[config.mk]
export PLATFORM = sky130hd
export DESIGN_NAME = adaptive_chunk_size_controller_top
export DESIGN_NICKNAME = d
export VERILOG_FILES = /design/src/hdl/acsc_pkg.sv /design/src/hdl/acsc_div.sv /design/src/hdl/acsc_dp.sv /design/src/hdl/acsc_ctrl.sv /design/src/hdl/adaptive_chunk_size_controller_top.sv
export SDC_FILE = /design/constraint.sdc
export NUM_CORES = 2
export LEC_CHECK = 0
export BUFFER_PORTS_ARGS = -buffer_cell sky130_fd_sc_hd__buf_2
export CAP_MARGIN = 20
export CORE_UTILIZATION = 55
export CTS_CLUSTER_SIZE = 24
export DETAILED_ROUTE_END_ITERATION = 12
export PLACE_DENSITY_LB_ADDON = 0.1
export SYNTH_ARGS = -nofsm -noshare
export SYNTH_HDL_FRONTEND = slang
export SYNTH_SLANG_ARGS = --single-unit
[constraint.sdc]
create_clock -name clk -period 10.2 [get_ports clk]
set_input_delay 2.04 -clock clk [delete_from_list [all_inputs] [get_ports clk]]
set_output_delay 2.04 -clock clk [all_outputs]
set_load 0.1 [all_outputs]
[src/hdl/acsc_pkg.sv]
// shared types and constants for the adaptive chunk size controller
// no dependencies
`default_nettype none

package acsc_pkg;

  localparam int UNIT_W    = 10;
  localparam int COL_W     = 20;
  localparam int POS_W     = 21;
  localparam int CHUNK_W   = 24;
  localparam int TIME_W    = 16;
  localparam int DWELL_W   = 8;
  localparam int RATE_W    = 40;
  localparam int WORK_W    = 60;
  localparam int US_W      = 24;
  localparam int FRAC_W    = 16;
  localparam int DIV_W     = 36;
  localparam int DVS_W     = 24;
  localparam int DIV_CNT_W = 6;
  localparam int CFG_IDX_W = 3;
  localparam int CFG_DATA_W = 60;

  localparam logic [UNIT_W-1:0]  PART_RESET   = 10'd16;
  localparam logic [UNIT_W-1:0]  STEP_RESET   = 10'd2;
  localparam logic [DWELL_W-1:0] DWELL_RESET  = 8'd1;
  localparam logic [CHUNK_W-1:0] MIN_RESET    = 24'd1;
  localparam logic [CHUNK_W-1:0] MAX_RESET    = 24'd0;
  localparam logic [TIME_W-1:0]  TARGET_RESET = 16'd1000;
  localparam logic [WORK_W-1:0]  THR_RESET    = 60'd0;
  localparam logic [DWELL_W-1:0] DWELL_MAX    = 8'hFF;
  localparam logic [CHUNK_W-1:0] CHUNK_MAX    = 24'hFFFFFF;
  localparam logic [FRAC_W:0]    ROUND_HALF   = 17'h08000;

  localparam logic CMD_START  = 1'b0;
  localparam logic CMD_DONE   = 1'b1;
  localparam logic KIND_CHUNK = 1'b0;
  localparam logic KIND_END   = 1'b1;

  localparam logic [CFG_IDX_W-1:0] REG_DYNAMIC_ENABLE  = 3'd0;
  localparam logic [CFG_IDX_W-1:0] REG_UNIT_STEP       = 3'd1;
  localparam logic [CFG_IDX_W-1:0] REG_PARTITION_UNITS = 3'd2;
  localparam logic [CFG_IDX_W-1:0] REG_MIN_DWELL       = 3'd3;
  localparam logic [CFG_IDX_W-1:0] REG_MIN_CHUNK       = 3'd4;
  localparam logic [CFG_IDX_W-1:0] REG_MAX_CHUNK       = 3'd5;
  localparam logic [CFG_IDX_W-1:0] REG_TARGET_TIME     = 3'd6;
  localparam logic [CFG_IDX_W-1:0] REG_WORK_THRESHOLD  = 3'd7;

  typedef struct packed {
    logic               cmd;
    logic [COL_W-1:0]   rows;
    logic [COL_W-1:0]   cols;
    logic [COL_W-1:0]   depth;
    logic [UNIT_W-1:0]  unit_target;
    logic [US_W-1:0]    elapsed_us;
  } job_t;

  typedef struct packed {
    logic               kind;
    logic [UNIT_W-1:0]  unit_count;
    logic [COL_W-1:0]   chunk_start;
    logic [COL_W-1:0]   chunk_width;
    logic               switched;
  } plan_t;

  typedef struct packed {
    logic               dynamic_enable;
    logic [UNIT_W-1:0]  unit_step;
    logic [UNIT_W-1:0]  partition_units;
    logic [DWELL_W-1:0] min_dwell;
    logic [CHUNK_W-1:0] min_chunk;
    logic [CHUNK_W-1:0] max_chunk;
    logic [TIME_W-1:0]  target_time;
    logic [WORK_W-1:0]  work_threshold;
  } cfg_t;

  typedef enum logic [1:0] {
    MUL_NONE,
    MUL_ROWS_COLS,
    MUL_TIMES_DEPTH,
    MUL_RATE_TARGET
  } mul_op_t;

  typedef enum logic {
    DIV_SNAP,
    DIV_RATE
  } div_op_t;

  typedef enum logic [1:0] {
    COM_START,
    COM_IDLE_DONE,
    COM_FLAT_DONE,
    COM_CHUNK_DONE
  } com_op_t;

  typedef struct packed {
    logic    capture;
    mul_op_t mul_op;
    logic    thr_check;
    logic    div_start;
    div_op_t div_op;
    logic    rate_upd;
    logic    rnd;
    logic    clamp;
    logic    commit;
    com_op_t com_op;
  } dp_cmd_t;

  typedef struct packed {
    logic issued_zero;
    logic chunked;
    logic div_done;
    logic out_free;
  } dp_stat_t;

endpackage

`default_nettype wire

[src/hdl/acsc_div.sv]
// restoring divider, one quotient bit per cycle
// depends on acsc_pkg
`default_nettype none

module acsc_div (
  input  logic                           clk,
  input  logic                           rst,
  input  logic                           start,
  input  logic [acsc_pkg::DIV_W-1:0]     dividend,
  input  logic [acsc_pkg::DVS_W-1:0]     divisor,
  input  logic [acsc_pkg::DIV_CNT_W-1:0] steps,
  output logic                           done,
  output logic [acsc_pkg::DIV_W-1:0]     quotient,
  output logic [acsc_pkg::DVS_W-1:0]     remainder
);

  logic [acsc_pkg::DIV_W-1:0]     quo;
  logic [acsc_pkg::DVS_W-1:0]     rem;
  logic [acsc_pkg::DVS_W-1:0]     dvs;
  logic [acsc_pkg::DIV_CNT_W-1:0] count;
  logic                           busy;
  logic [acsc_pkg::DVS_W:0]       partial;
  logic [acsc_pkg::DVS_W+1:0]     diff;
  logic                           fits;

  always_comb begin
    partial = {rem, quo[acsc_pkg::DIV_W-1]};
    diff    = {1'b0, partial} - {2'b00, dvs};
    fits    = ~diff[acsc_pkg::DVS_W+1];
  end

  always_ff @(posedge clk) begin
    if (rst) begin
      busy  <= 1'b0;
      done  <= 1'b0;
      count <= '0;
    end else if (start) begin
      busy  <= 1'b1;
      done  <= 1'b0;
      count <= steps;
      quo   <= dividend;
      rem   <= '0;
      dvs   <= divisor;
    end else if (busy) begin
      rem   <= fits ? diff[acsc_pkg::DVS_W-1:0] : partial[acsc_pkg::DVS_W-1:0];
      quo   <= {quo[acsc_pkg::DIV_W-2:0], fits};
      count <= count - 1'b1;
      if (count == acsc_pkg::DIV_CNT_W'(1)) begin
        busy <= 1'b0;
        done <= 1'b1;
      end
    end
  end

  assign quotient  = quo;
  assign remainder = rem;

endmodule

`default_nettype wire

[src/hdl/acsc_dp.sv]
// datapath: job state, shared multiplier, divider, chunk planning and result register
// depends on acsc_pkg and acsc_div
`default_nettype none

module acsc_dp #(
  parameter int MAX_UNITS = 1023,
  parameter int COL_BITS  = 20
) (
  input  logic               clk,
  input  logic               rst,
  input  acsc_pkg::cfg_t     cfg,
  input  acsc_pkg::job_t     job,
  input  acsc_pkg::dp_cmd_t  ctl,
  output acsc_pkg::dp_stat_t stat,
  input  logic               plan_stall,
  output logic               plan_valid,
  output acsc_pkg::plan_t    plan
);

  localparam int CW       = acsc_pkg::COL_W;
  localparam int UW       = acsc_pkg::UNIT_W;
  localparam int COL_KEEP = (COL_BITS < CW) ? COL_BITS : CW;
  localparam logic [CW-1:0] COL_MASK = CW'((64'd1 << COL_KEEP) - 64'd1);

  function automatic logic [UW-1:0] snap(input logic [UW-1:0] target,
                                         input logic [UW-1:0] rem,
                                         input logic [UW-1:0] step,
                                         input logic [UW-1:0] part);
    logic [UW-1:0] r;
    if (target == '0 || target >= part) begin
      r = part;
    end else begin
      r = target - rem;
      if (r < step) r = step;
      if (r > part) r = part;
    end
    if (32'(r) > MAX_UNITS) r = UW'(MAX_UNITS);
    return r;
  endfunction

  acsc_pkg::job_t                       item;
  logic [acsc_pkg::WORK_W-1:0]          prod;
  logic                                 chunked_flag;
  logic [UW-1:0]                        active;
  logic [acsc_pkg::POS_W-1:0]           position;
  logic [CW-1:0]                        total;
  logic [acsc_pkg::CHUNK_W-1:0]         planned;
  logic [CW-1:0]                        issued;
  logic [acsc_pkg::RATE_W-1:0]          rate;
  logic [acsc_pkg::DWELL_W-1:0]         dwell;
  logic                                 chunked;

  logic [acsc_pkg::RATE_W-1:0]          mul_a;
  logic [CW-1:0]                        mul_b;
  logic [acsc_pkg::WORK_W-1:0]          mul_res;

  logic [acsc_pkg::DIV_W-1:0]           div_dividend;
  logic [acsc_pkg::DVS_W-1:0]           div_divisor;
  logic [acsc_pkg::DIV_CNT_W-1:0]       div_steps;
  logic                                 div_done;
  logic [acsc_pkg::DIV_W-1:0]           div_quo;
  logic [acsc_pkg::DVS_W-1:0]           div_rem;

  logic [UW-1:0]                        step_eff;
  logic [acsc_pkg::US_W-1:0]            us_eff;
  logic [CW-1:0]                        cols_m;
  logic [UW-1:0]                        snap_val;
  logic [UW-1:0]                        want_start;
  logic [acsc_pkg::CHUNK_W-1:0]         planned_start;
  logic [CW-1:0]                        w_start;
  logic [acsc_pkg::POS_W-1:0]           pos_sum;
  logic                                 reached;
  logic [CW-1:0]                        left;
  logic [CW-1:0]                        w_chunk;
  logic                                 sw_chunk;
  logic [acsc_pkg::RATE_W:0]            rate_sum;
  logic [acsc_pkg::DIV_W+acsc_pkg::FRAC_W:0] rnd_sum;
  logic [acsc_pkg::DIV_W:0]             rnd_val;
  logic [acsc_pkg::CHUNK_W-1:0]         clamp_val;

  // operand select for the shared multiplier
  always_comb begin
    unique case (ctl.mul_op)
      acsc_pkg::MUL_ROWS_COLS: begin
        mul_a = acsc_pkg::RATE_W'(item.rows);
        mul_b = cols_m;
      end
      acsc_pkg::MUL_TIMES_DEPTH: begin
        mul_a = prod[acsc_pkg::RATE_W-1:0];
        mul_b = item.depth;
      end
      acsc_pkg::MUL_RATE_TARGET: begin
        mul_a = rate;
        mul_b = CW'(cfg.target_time);
      end
      default: begin
        mul_a = '0;
        mul_b = '0;
      end
    endcase
  end

  assign mul_res = mul_a * mul_b;

  always_comb begin
    step_eff = (cfg.unit_step == '0) ? UW'(1) : cfg.unit_step;
    us_eff   = (item.elapsed_us == '0) ? acsc_pkg::US_W'(1) : item.elapsed_us;
    cols_m   = item.cols & COL_MASK;
    unique case (ctl.div_op)
      acsc_pkg::DIV_SNAP: begin
        div_dividend = {item.unit_target, (acsc_pkg::DIV_W-UW)'(0)};
        div_divisor  = acsc_pkg::DVS_W'(step_eff);
        div_steps    = acsc_pkg::DIV_CNT_W'(UW);
      end
      acsc_pkg::DIV_RATE: begin
        div_dividend = {issued, acsc_pkg::FRAC_W'(0)};
        div_divisor  = us_eff;
        div_steps    = acsc_pkg::DIV_CNT_W'(acsc_pkg::DIV_W);
      end
      default: begin
        div_dividend = '0;
        div_divisor  = '0;
        div_steps    = '0;
      end
    endcase
  end

  acsc_div u_div (
    .clk       (clk),
    .rst       (rst),
    .start     (ctl.div_start),
    .dividend  (div_dividend),
    .divisor   (div_divisor),
    .steps     (div_steps),
    .done      (div_done),
    .quotient  (div_quo),
    .remainder (div_rem)
  );

  always_comb begin
    snap_val = snap(item.unit_target, div_rem[UW-1:0], step_eff, cfg.partition_units);

    // start of a job
    want_start    = chunked_flag ? snap_val : cfg.partition_units;
    planned_start = (cfg.min_chunk != '0) ? cfg.min_chunk : acsc_pkg::CHUNK_W'(1);
    if (chunked_flag && planned_start < acsc_pkg::CHUNK_W'(cols_m))
      w_start = planned_start[CW-1:0];
    else
      w_start = cols_m;

    // chunk done
    pos_sum  = position + acsc_pkg::POS_W'(issued);
    reached  = position >= acsc_pkg::POS_W'(total);
    left     = total - position[CW-1:0];
    if (planned < acsc_pkg::CHUNK_W'(left))
      w_chunk = planned[CW-1:0];
    else
      w_chunk = left;
    if (w_chunk == '0) w_chunk = CW'(1);
    sw_chunk = (snap_val != active) && (dwell >= cfg.min_dwell);

    // rate average and next width
    rate_sum = acsc_pkg::RATE_W'(div_quo) + (acsc_pkg::RATE_W+1)'(rate);
    rnd_sum  = (acsc_pkg::DIV_W+acsc_pkg::FRAC_W+1)'(prod[acsc_pkg::DIV_W+acsc_pkg::FRAC_W-1:0])
             + (acsc_pkg::DIV_W+acsc_pkg::FRAC_W+1)'(acsc_pkg::ROUND_HALF);
    rnd_val  = rnd_sum[acsc_pkg::DIV_W+acsc_pkg::FRAC_W:acsc_pkg::FRAC_W];
    clamp_val = planned;
    if (clamp_val < cfg.min_chunk) clamp_val = cfg.min_chunk;
    if (cfg.max_chunk != '0 && clamp_val > cfg.max_chunk) clamp_val = cfg.max_chunk;
  end

  always_ff @(posedge clk) begin
    if (ctl.capture) item <= job;
    if (ctl.mul_op != acsc_pkg::MUL_NONE) prod <= mul_res;
    if (ctl.thr_check) chunked_flag <= cfg.dynamic_enable && (prod >= cfg.work_threshold);
  end

  always_ff @(posedge clk) begin
    if (rst) begin
      active   <= acsc_pkg::PART_RESET;
      position <= '0;
      total    <= '0;
      planned  <= acsc_pkg::CHUNK_W'(1);
      issued   <= '0;
      rate     <= '0;
      dwell    <= '0;
      chunked  <= 1'b0;
    end else begin
      if (ctl.rate_upd) begin
        rate     <= (rate == '0) ? acsc_pkg::RATE_W'(div_quo)
                                 : rate_sum[acsc_pkg::RATE_W:1];
        position <= pos_sum;
        if (dwell != acsc_pkg::DWELL_MAX) dwell <= dwell + 1'b1;
      end
      if (ctl.rnd) begin
        if (rnd_val[acsc_pkg::DIV_W:acsc_pkg::CHUNK_W] != '0)
          planned <= acsc_pkg::CHUNK_MAX;
        else
          planned <= rnd_val[acsc_pkg::CHUNK_W-1:0];
      end
      if (ctl.clamp) planned <= clamp_val;
      if (ctl.commit) begin
        unique case (ctl.com_op)
          acsc_pkg::COM_START: begin
            total    <= cols_m;
            position <= '0;
            rate     <= '0;
            planned  <= planned_start;
            dwell    <= cfg.min_dwell;
            chunked  <= chunked_flag;
            active   <= want_start;
            issued   <= (cols_m == '0) ? '0 : w_start;
          end
          acsc_pkg::COM_IDLE_DONE: begin
          end
          acsc_pkg::COM_FLAT_DONE: begin
            position <= pos_sum;
            issued   <= '0;
          end
          acsc_pkg::COM_CHUNK_DONE: begin
            if (reached) begin
              issued <= '0;
            end else begin
              issued <= w_chunk;
              if (sw_chunk) begin
                active <= snap_val;
                dwell  <= '0;
              end
            end
          end
          default: begin
          end
        endcase
      end
    end
  end

  // result register
  always_ff @(posedge clk) begin
    if (rst) begin
      plan_valid <= 1'b0;
    end else if (ctl.commit) begin
      plan_valid <= 1'b1;
    end else if (!plan_stall) begin
      plan_valid <= 1'b0;
    end
  end

  always_ff @(posedge clk) begin
    if (ctl.commit) begin
      unique case (ctl.com_op)
        acsc_pkg::COM_START: begin
          plan <= '{kind:        (cols_m == '0) ? acsc_pkg::KIND_END : acsc_pkg::KIND_CHUNK,
                    unit_count:  want_start,
                    chunk_start: '0,
                    chunk_width: (cols_m == '0) ? '0 : w_start,
                    switched:    want_start != active};
        end
        acsc_pkg::COM_IDLE_DONE: begin
          plan <= '{kind: acsc_pkg::KIND_END, unit_count: active,
                    chunk_start: position[CW-1:0], chunk_width: '0, switched: 1'b0};
        end
        acsc_pkg::COM_FLAT_DONE: begin
          plan <= '{kind: acsc_pkg::KIND_END, unit_count: active,
                    chunk_start: pos_sum[CW-1:0], chunk_width: '0, switched: 1'b0};
        end
        acsc_pkg::COM_CHUNK_DONE: begin
          if (reached)
            plan <= '{kind: acsc_pkg::KIND_END, unit_count: active,
                      chunk_start: position[CW-1:0], chunk_width: '0, switched: 1'b0};
          else
            plan <= '{kind:        acsc_pkg::KIND_CHUNK,
                      unit_count:  sw_chunk ? snap_val : active,
                      chunk_start: position[CW-1:0],
                      chunk_width: w_chunk,
                      switched:    sw_chunk};
        end
        default: begin
        end
      endcase
    end
  end

  assign stat = '{issued_zero: issued == '0,
                  chunked:     chunked,
                  div_done:    div_done,
                  out_free:    !plan_valid || !plan_stall};

endmodule

`default_nettype wire

[src/hdl/acsc_ctrl.sv]
// sequencer for the chunk planner: steps the datapath through each word
// depends on acsc_pkg
`default_nettype none

module acsc_ctrl (
  input  logic               clk,
  input  logic               rst,
  input  logic               job_valid,
  input  logic               job_cmd,
  output logic               job_stall,
  input  acsc_pkg::dp_stat_t stat,
  output acsc_pkg::dp_cmd_t  ctl
);

  typedef enum logic [3:0] {
    ST_IDLE,
    ST_MUL0,
    ST_MUL1,
    ST_THR,
    ST_SNAP_WAIT,
    ST_DN_CHECK,
    ST_DN_DIV,
    ST_DN_MUL,
    ST_DN_RND,
    ST_DN_CLAMP,
    ST_DN_SNAP,
    ST_COMMIT
  } state_t;

  state_t             state;
  state_t             state_next;
  acsc_pkg::com_op_t  com_op;
  acsc_pkg::com_op_t  com_op_next;

  always_comb begin
    state_next    = state;
    com_op_next   = com_op;
    ctl           = '0;
    ctl.mul_op    = acsc_pkg::MUL_NONE;
    ctl.div_op    = acsc_pkg::DIV_SNAP;
    unique case (state)
      ST_IDLE: begin
        ctl.capture = job_valid;
        if (job_valid) begin
          if (job_cmd == acsc_pkg::CMD_START) begin
            state_next  = ST_MUL0;
            com_op_next = acsc_pkg::COM_START;
          end else begin
            state_next = ST_DN_CHECK;
          end
        end
      end
      ST_MUL0: begin
        ctl.mul_op    = acsc_pkg::MUL_ROWS_COLS;
        ctl.div_start = 1'b1;
        state_next    = ST_MUL1;
      end
      ST_MUL1: begin
        ctl.mul_op = acsc_pkg::MUL_TIMES_DEPTH;
        state_next = ST_THR;
      end
      ST_THR: begin
        ctl.thr_check = 1'b1;
        state_next    = ST_SNAP_WAIT;
      end
      ST_SNAP_WAIT: begin
        if (stat.div_done) state_next = ST_COMMIT;
      end
      ST_DN_CHECK: begin
        priority if (stat.issued_zero) begin
          com_op_next = acsc_pkg::COM_IDLE_DONE;
          state_next  = ST_COMMIT;
        end else if (!stat.chunked) begin
          com_op_next = acsc_pkg::COM_FLAT_DONE;
          state_next  = ST_COMMIT;
        end else begin
          com_op_next   = acsc_pkg::COM_CHUNK_DONE;
          ctl.div_start = 1'b1;
          ctl.div_op    = acsc_pkg::DIV_RATE;
          state_next    = ST_DN_DIV;
        end
      end
      ST_DN_DIV: begin
        if (stat.div_done) begin
          ctl.rate_upd = 1'b1;
          state_next   = ST_DN_MUL;
        end
      end
      ST_DN_MUL: begin
        ctl.mul_op    = acsc_pkg::MUL_RATE_TARGET;
        ctl.div_start = 1'b1;
        state_next    = ST_DN_RND;
      end
      ST_DN_RND: begin
        ctl.rnd    = 1'b1;
        state_next = ST_DN_CLAMP;
      end
      ST_DN_CLAMP: begin
        ctl.clamp  = 1'b1;
        state_next = ST_DN_SNAP;
      end
      ST_DN_SNAP: begin
        if (stat.div_done) state_next = ST_COMMIT;
      end
      ST_COMMIT: begin
        ctl.commit = stat.out_free;
        if (stat.out_free) state_next = ST_IDLE;
      end
      default: begin
        state_next = ST_IDLE;
      end
    endcase
    ctl.com_op = com_op;
  end

  always_ff @(posedge clk) begin
    if (rst) begin
      state  <= ST_IDLE;
      com_op <= acsc_pkg::COM_IDLE_DONE;
    end else begin
      state  <= state_next;
      com_op <= com_op_next;
    end
  end

  assign job_stall = (state != ST_IDLE);

endmodule

`default_nettype wire

[src/hdl/adaptive_chunk_size_controller_top.sv]
// top level of the adaptive chunk size controller: configuration registers,
// sequencer and datapath; depends on acsc_pkg, acsc_ctrl, acsc_dp
// One word in gives exactly one word out, and the block works on one word at a
// time while a finished result may still wait in the output register. A start
// word makes two passes through the shared 40x20 multiplier for the work size
// and runs a 10-step divide that snaps the unit count to the step grid. A
// chunk-done word for a chunked job runs the 36-step restoring divide for the
// column rate followed by the 10-step snap divide. A chunk-done word with no
// chunk outstanding or for a single-chunk job goes straight to the commit with
// no divide. Configuration writes are always ready and should be made only
// while the block is idle.
`default_nettype none

module adaptive_chunk_size_controller_top #(
  parameter int MAX_UNITS = 1023,
  parameter int COL_BITS  = 20
) (
  input  logic                              clk,
  input  logic                              rst,
  input  logic                              job_valid,
  output logic                              job_stall,
  input  acsc_pkg::job_t                    job,
  output logic                              plan_valid,
  input  logic                              plan_stall,
  output acsc_pkg::plan_t                   plan,
  input  logic                              cfg_valid,
  output logic                              cfg_ready,
  input  logic [acsc_pkg::CFG_IDX_W-1:0]    cfg_index,
  input  logic [acsc_pkg::CFG_DATA_W-1:0]   cfg_data
);

  acsc_pkg::cfg_t     cfg;
  acsc_pkg::dp_cmd_t  ctl;
  acsc_pkg::dp_stat_t stat;

  assign cfg_ready = 1'b1;

  always_ff @(posedge clk) begin
    if (rst) begin
      cfg.dynamic_enable  <= 1'b0;
      cfg.unit_step       <= acsc_pkg::STEP_RESET;
      cfg.partition_units <= acsc_pkg::PART_RESET;
      cfg.min_dwell       <= acsc_pkg::DWELL_RESET;
      cfg.min_chunk       <= acsc_pkg::MIN_RESET;
      cfg.max_chunk       <= acsc_pkg::MAX_RESET;
      cfg.target_time     <= acsc_pkg::TARGET_RESET;
      cfg.work_threshold  <= acsc_pkg::THR_RESET;
    end else if (cfg_valid && cfg_ready) begin
      unique case (cfg_index)
        acsc_pkg::REG_DYNAMIC_ENABLE:  cfg.dynamic_enable  <= cfg_data[0];
        acsc_pkg::REG_UNIT_STEP:       cfg.unit_step       <= cfg_data[acsc_pkg::UNIT_W-1:0];
        acsc_pkg::REG_PARTITION_UNITS: cfg.partition_units <= cfg_data[acsc_pkg::UNIT_W-1:0];
        acsc_pkg::REG_MIN_DWELL:       cfg.min_dwell       <= cfg_data[acsc_pkg::DWELL_W-1:0];
        acsc_pkg::REG_MIN_CHUNK:       cfg.min_chunk       <= cfg_data[acsc_pkg::CHUNK_W-1:0];
        acsc_pkg::REG_MAX_CHUNK:       cfg.max_chunk       <= cfg_data[acsc_pkg::CHUNK_W-1:0];
        acsc_pkg::REG_TARGET_TIME:     cfg.target_time     <= cfg_data[acsc_pkg::TIME_W-1:0];
        acsc_pkg::REG_WORK_THRESHOLD:  cfg.work_threshold  <= cfg_data[acsc_pkg::WORK_W-1:0];
      endcase
    end
  end

  acsc_ctrl u_ctrl (
    .clk       (clk),
    .rst       (rst),
    .job_valid (job_valid),
    .job_cmd   (job.cmd),
    .job_stall (job_stall),
    .stat      (stat),
    .ctl       (ctl)
  );

  acsc_dp #(
    .MAX_UNITS (MAX_UNITS),
    .COL_BITS  (COL_BITS)
  ) u_dp (
    .clk        (clk),
    .rst        (rst),
    .cfg        (cfg),
    .job        (job),
    .ctl        (ctl),
    .stat       (stat),
    .plan_stall (plan_stall),
    .plan_valid (plan_valid),
    .plan       (plan)
  );

endmodule

`default_nettype wire

==> impl_metrics.csv <==
group,metric,value,unit
outcome,status,"finished with violations",
outcome,violated_checks,"slew limit",
timing,period_share,97.3,%
global_routing,gr-usage-all-layers,39.1,%
setup_path,worstSetupEndpointType,"flop",
power,power.share.sequential,23.4,%
cts,worstSkewPairLatency,0.67,ns
placed_design,place.port_buffers,216,
floorplan,core,109000,µm²
worst_hold_path,min_delay_worst_endpoint,"cfg[55]",
timing,setup-violations-final,0,
power,powerDensity,255,nW/µm²
setup_path,critical_path.reg2reg.endpoint,"u_dp.prod[58]",
setup_path,crit-reg2reg-launch,"u_ctrl.state[1]",
cts,cts-hold-fix-buffers,0,
worst_hold_path,hold_crit_path_type,"reg -> reg",
logic_synthesis,yosys_warnings,0,
power,share_clk_of_total_power,16.4,%
floorplan,die_height,335,µm
route,postRouteAntennaNets,0,
logic_synthesis,count_of_flip_flops_with_a_built_in_enable_after_synthesis,291,
global_routing,grt_first_pass_wirelength,325,mm
timing,timing.final.crit_period,9.93,ns
floorplan,floorplan.io_pins,218,
timing,timing_max_transition_violations_final,5,
power,power.switching_fraction,50.4,%
floorplan,initial_core_util,55.7,%
setup_path,critical_path.max_fanout,63,
cts,clk_buf_depth,3,
timing,final.setup.tns,0,ns
cts,cts_inserted_buffers,75,
setup_path,timing.reg2reg.setup_slack,0.27,ns
logic_synthesis,mappedNetlistNets,8414,
logic_synthesis,postSynthAreaPerCell,8.60,µm²
finish,fillers,9943,
setup_path,reg2reg_depth,33,
route,wl_per_cell,25.1,µm
floorplan,placementRows,121,
worst_hold_path,hold_path_startpoint,"cfg[55]",
worst_hold_path,hold_depth,2,
job,cap_viol_max_count,0,
power,power.net_switching,8.52,mW
timing,timing.slew.headroom,-1.91,%
cts,cts.clk_slew.worst_paths,0.06,ns
placed_design,gpl.final_weighted_congestion,1.04,
route,drt_pass1_iterations,6,
global_routing,grt_pass1_vias,51369,
floorplan,die_area,112000,µm²
route,detailroute.via_count,52926,
timing,rsz0062_at_grt,"no",
global_routing,antenna_found_initial,13,
timing,worstMarginPinSlew,1.53,ns
power,leakage_component_of_the_power,29.8,nW
global_routing,grt_overflow,0,
route,iter_0_drt_violations,5820,
logic_synthesis,synthDistinctLibCells,79,
cts,clock_tree.htree_level_count,3,
power,worst_ir_drop_vdd,0.243,mV
timing,timing.final.hold_violations,0,
cts,clock_root_buffer,"sky130_fd_sc_hd__clkbuf_16",
route,drc_violations_left,0,
finish,drive_gt1_share,7.74,%
placed_design,post-dp-hpwl,172,mm
setup_path,cp.required,10.60,ns
timing,fmax,101,MHz
setup_path,arrival,10.33,ns
power,power.internal,8.38,mW
setup_path,cp_slowest_cell,"sky130_fd_sc_hd__or4_1",
setup_path,critical-path-max-stage-delay,0.62,ns
timing,worst_clock_skew,0.0240,ns
finish,fin_nets,8497,
logic_synthesis,yosys_most_used_dff,"sky130_fd_sc_hd__dfxtp_1",
power,total_power,16.9,mW
global_routing,grt_max_degree,156,
finish,layout-area-overhead-vs-synth,9.00,%
route,routed_via_density,6.08,
logic_synthesis,synthCells,7079,
setup_path,crit_type,"reg -> reg",
route,wirelength,219,mm
logic_synthesis,postSynth.asyncResetShare,0,%
cts,tritoncts_clock_tree,"yes",
power,combinationalPowerShare,60.2,%
logic_synthesis,synth.yosys.seq_area_share,24.6,%
floorplan,fp.dieW,335,µm
logic_synthesis,postSynthRegisterBits,603,
cts,clock_sink_count,603,
setup_path,cell_seen_most_often_among_critical_path_stages,"sky130_fd_sc_hd__fa_1",
logic_synthesis,syn_area,60900,µm²
setup_path,setup.worst_path.start_class,"flop",
==> cell families (layout without fill, tap and decap cells) <==
family                   after synthesis  in the layout  share of synthesized area [%]
AND/OR/NAND/NOR                     2374           2374                           16.8
buffers and inverters               1371           1517                           8.48
AO/OA/AOI/OAI                       1278           1278                           13.3
adder cells (fa/ha/maj)             1172           1172                           32.5
flip-flops                           603            603                           24.6
XOR/XNOR                             202            202                           2.91
multiplexers                          78             78                           1.33
other                                  1              8                        0.00616
==> sequential cells by signal, summed over array words and instances (netlist names), 24 cells and up <==
register and flops:
u_dp.item 74, cfg 153, u_dp.prod 60, u_dp.planned 24
u_dp.plan 52, u_dp.u_div.remainder 24, u_dp.rate 40, u_dp.u_div.quotient 36
u_dp.u_div.dvs 24
==> cells in the final DEF, fill, tap and decap left out, types with 15 or more instances in the layout <==
master                      instances
sky130_fd_sc_hd__nand4_1           63
sky130_fd_sc_hd__o22ai_1           28
sky130_fd_sc_hd__and3_1            57
sky130_fd_sc_hd__and2_1            45
sky130_fd_sc_hd__edfxtp_1         291
sky130_fd_sc_hd__a31oi_1           30
sky130_fd_sc_hd__a22oi_1           77
sky130_fd_sc_hd__nor3_1            61
sky130_fd_sc_hd__fa_1             685
sky130_fd_sc_hd__and4_1            15
sky130_fd_sc_hd__dfxtp_1          312
sky130_fd_sc_hd__mux2_2            17
sky130_fd_sc_hd__buf_4            134
sky130_fd_sc_hd__nor4_1            55
sky130_fd_sc_hd__o21a_1            46
sky130_fd_sc_hd__clkbuf_16         80
sky130_fd_sc_hd__o211ai_1          35
sky130_fd_sc_hd__a21oi_1          438
sky130_fd_sc_hd__buf_2            215
sky130_fd_sc_hd__xnor2_1          124
sky130_fd_sc_hd__o21bai_1          27
sky130_fd_sc_hd__or3_1             16
sky130_fd_sc_hd__nand2_1         1231
sky130_fd_sc_hd__nor2_1           579
sky130_fd_sc_hd__xor2_1            78
sky130_fd_sc_hd__nand3_1           88
sky130_fd_sc_hd__o221ai_1          36
sky130_fd_sc_hd__inv_1           1014
sky130_fd_sc_hd__a211oi_1          76
sky130_fd_sc_hd__o21ai_0          214
sky130_fd_sc_hd__a22o_1            26
sky130_fd_sc_hd__mux2i_1           60
sky130_fd_sc_hd__nor2b_1           42
sky130_fd_sc_hd__ha_1             486
sky130_fd_sc_hd__nand2b_1          44
sky130_fd_sc_hd__a21o_1           107
==> Yosys cell counts (61+ instances only) <==
cell | instances | area share, %
sky130_fd_sc_hd__a211oi_1 | 78 | 0.96
sky130_fd_sc_hd__a21o_1 | 107 | 1.3
sky130_fd_sc_hd__a21oi_1 | 438 | 3.6
sky130_fd_sc_hd__a22oi_1 | 77 | 0.95
sky130_fd_sc_hd__and3_1 | 61 | 0.63
sky130_fd_sc_hd__clkbuf_1 | 336 | 2.1
sky130_fd_sc_hd__dfxtp_1 | 312 | 10
sky130_fd_sc_hd__edfxtp_1 | 291 | 14
sky130_fd_sc_hd__fa_1 | 685 | 23
sky130_fd_sc_hd__ha_1 | 487 | 10
sky130_fd_sc_hd__inv_1 | 1015 | 6.3
sky130_fd_sc_hd__nand2_1 | 1231 | 7.6
sky130_fd_sc_hd__nand3_1 | 89 | 0.73
sky130_fd_sc_hd__nand4_1 | 63 | 0.65
sky130_fd_sc_hd__nor2_1 | 589 | 3.6
sky130_fd_sc_hd__nor3_1 | 64 | 0.53
sky130_fd_sc_hd__o21ai_0 | 216 | 1.8
sky130_fd_sc_hd__xnor2_1 | 124 | 1.8
sky130_fd_sc_hd__xor2_1 | 78 | 1.1
==> worst max-delay path, delay by kind of cell, from the launching register on <==
family          cells  cell delay (ns)
fa+ha+maj           8             3.94
flops               1             0.41
xor+xnor            1             0.10
simple gates        7             2.11
compound gates      7             1.63
buf+inv            10             1.40
==> layout make-up <==
class	instances	area, µm²	area share, %
Multi-Input combinational cell	5105	40900	61.6
Sequential cell	603	15000	22.6
Inverter	1017	3820	5.75
Tap cell	1476	1850	2.78
Clock buffer	96	2100	3.17
Clock inverter	44	433	0.652
Timing Repair Buffer	360	2290	3.45
Antenna cell	7	17.5	0.0264
==> power by group through the flow <==
| stage | Clock, mW | Sequential, mW | Combinational (mW) |
|---|---|---|---|
| 5_1_grt | 2.89 | 3.95 | 11.0 |
| 3_3_place_gp | 0 | 3.95 | 9.68 |
| 4_1_cts | 2.80 | 3.90 | 9.90 |
| 2_1_floorplan | 0 | 3.57 | 6.87 |
| 3_5_place_dp | 0 | 3.94 | 9.83 |
| 6_report | 2.77 | 3.95 | 10.2 |
==> how the worst max path moves through the flow <==
| stage | start | end | slack (ns) | cells after the start |
|---|---|---|---|---|
| floorplan | u_ctrl.state[3] | u_dp.prod[58] | 1.45 | 33 |
| global placement | u_ctrl.state[3] | u_dp.prod[58] | 0.57 | 33 |
| detailed placement | u_ctrl.state[3] | u_dp.prod[57] | 0.38 | 31 |
| CTS | u_ctrl.state[3] | u_dp.prod[57] | 0.34 | 31 |
| global route | u_ctrl.state[1] | u_dp.prod[58] | 0.06 | 33 |
| finish | u_ctrl.state[1] | u_dp.prod[58] | 0.27 | 33 |
==> what timing repair did <==
| action | in CTS | in global routing |
|---|---|---|
| gates resized for setup | 0 | 5 |
| setup buffers | 0 | 5 |
| endpoints found under the setup margin | 0 | 3 |
==> per-layer routing <==
metal	track usage [%]	share of wire (%)	up-vias
li1	-	-	23467
met1	53.5	40	25998
met2	58.7	43	2856
met3	8.67	11	603
met4	19.0	5.7	2
met5	0	0.0092	-
==> through the flow <==
step	worst slack, ns	cell area, µm²	hold WS, ns	util [%]	cells
floorplan	1.45	60900	0.436	-	7079
global placement	0.568	63600	0.442	58.2	8551
detailed placement	0.381	63600	0.447	58.2	8551
CTS	0.341	66200	0.455	60.5	8691
global route	0.0576	66400	0.472	60.7	8705
finish	0.273	66400	0.452	60.7	8708
Power figures use the tool's default switching activity.
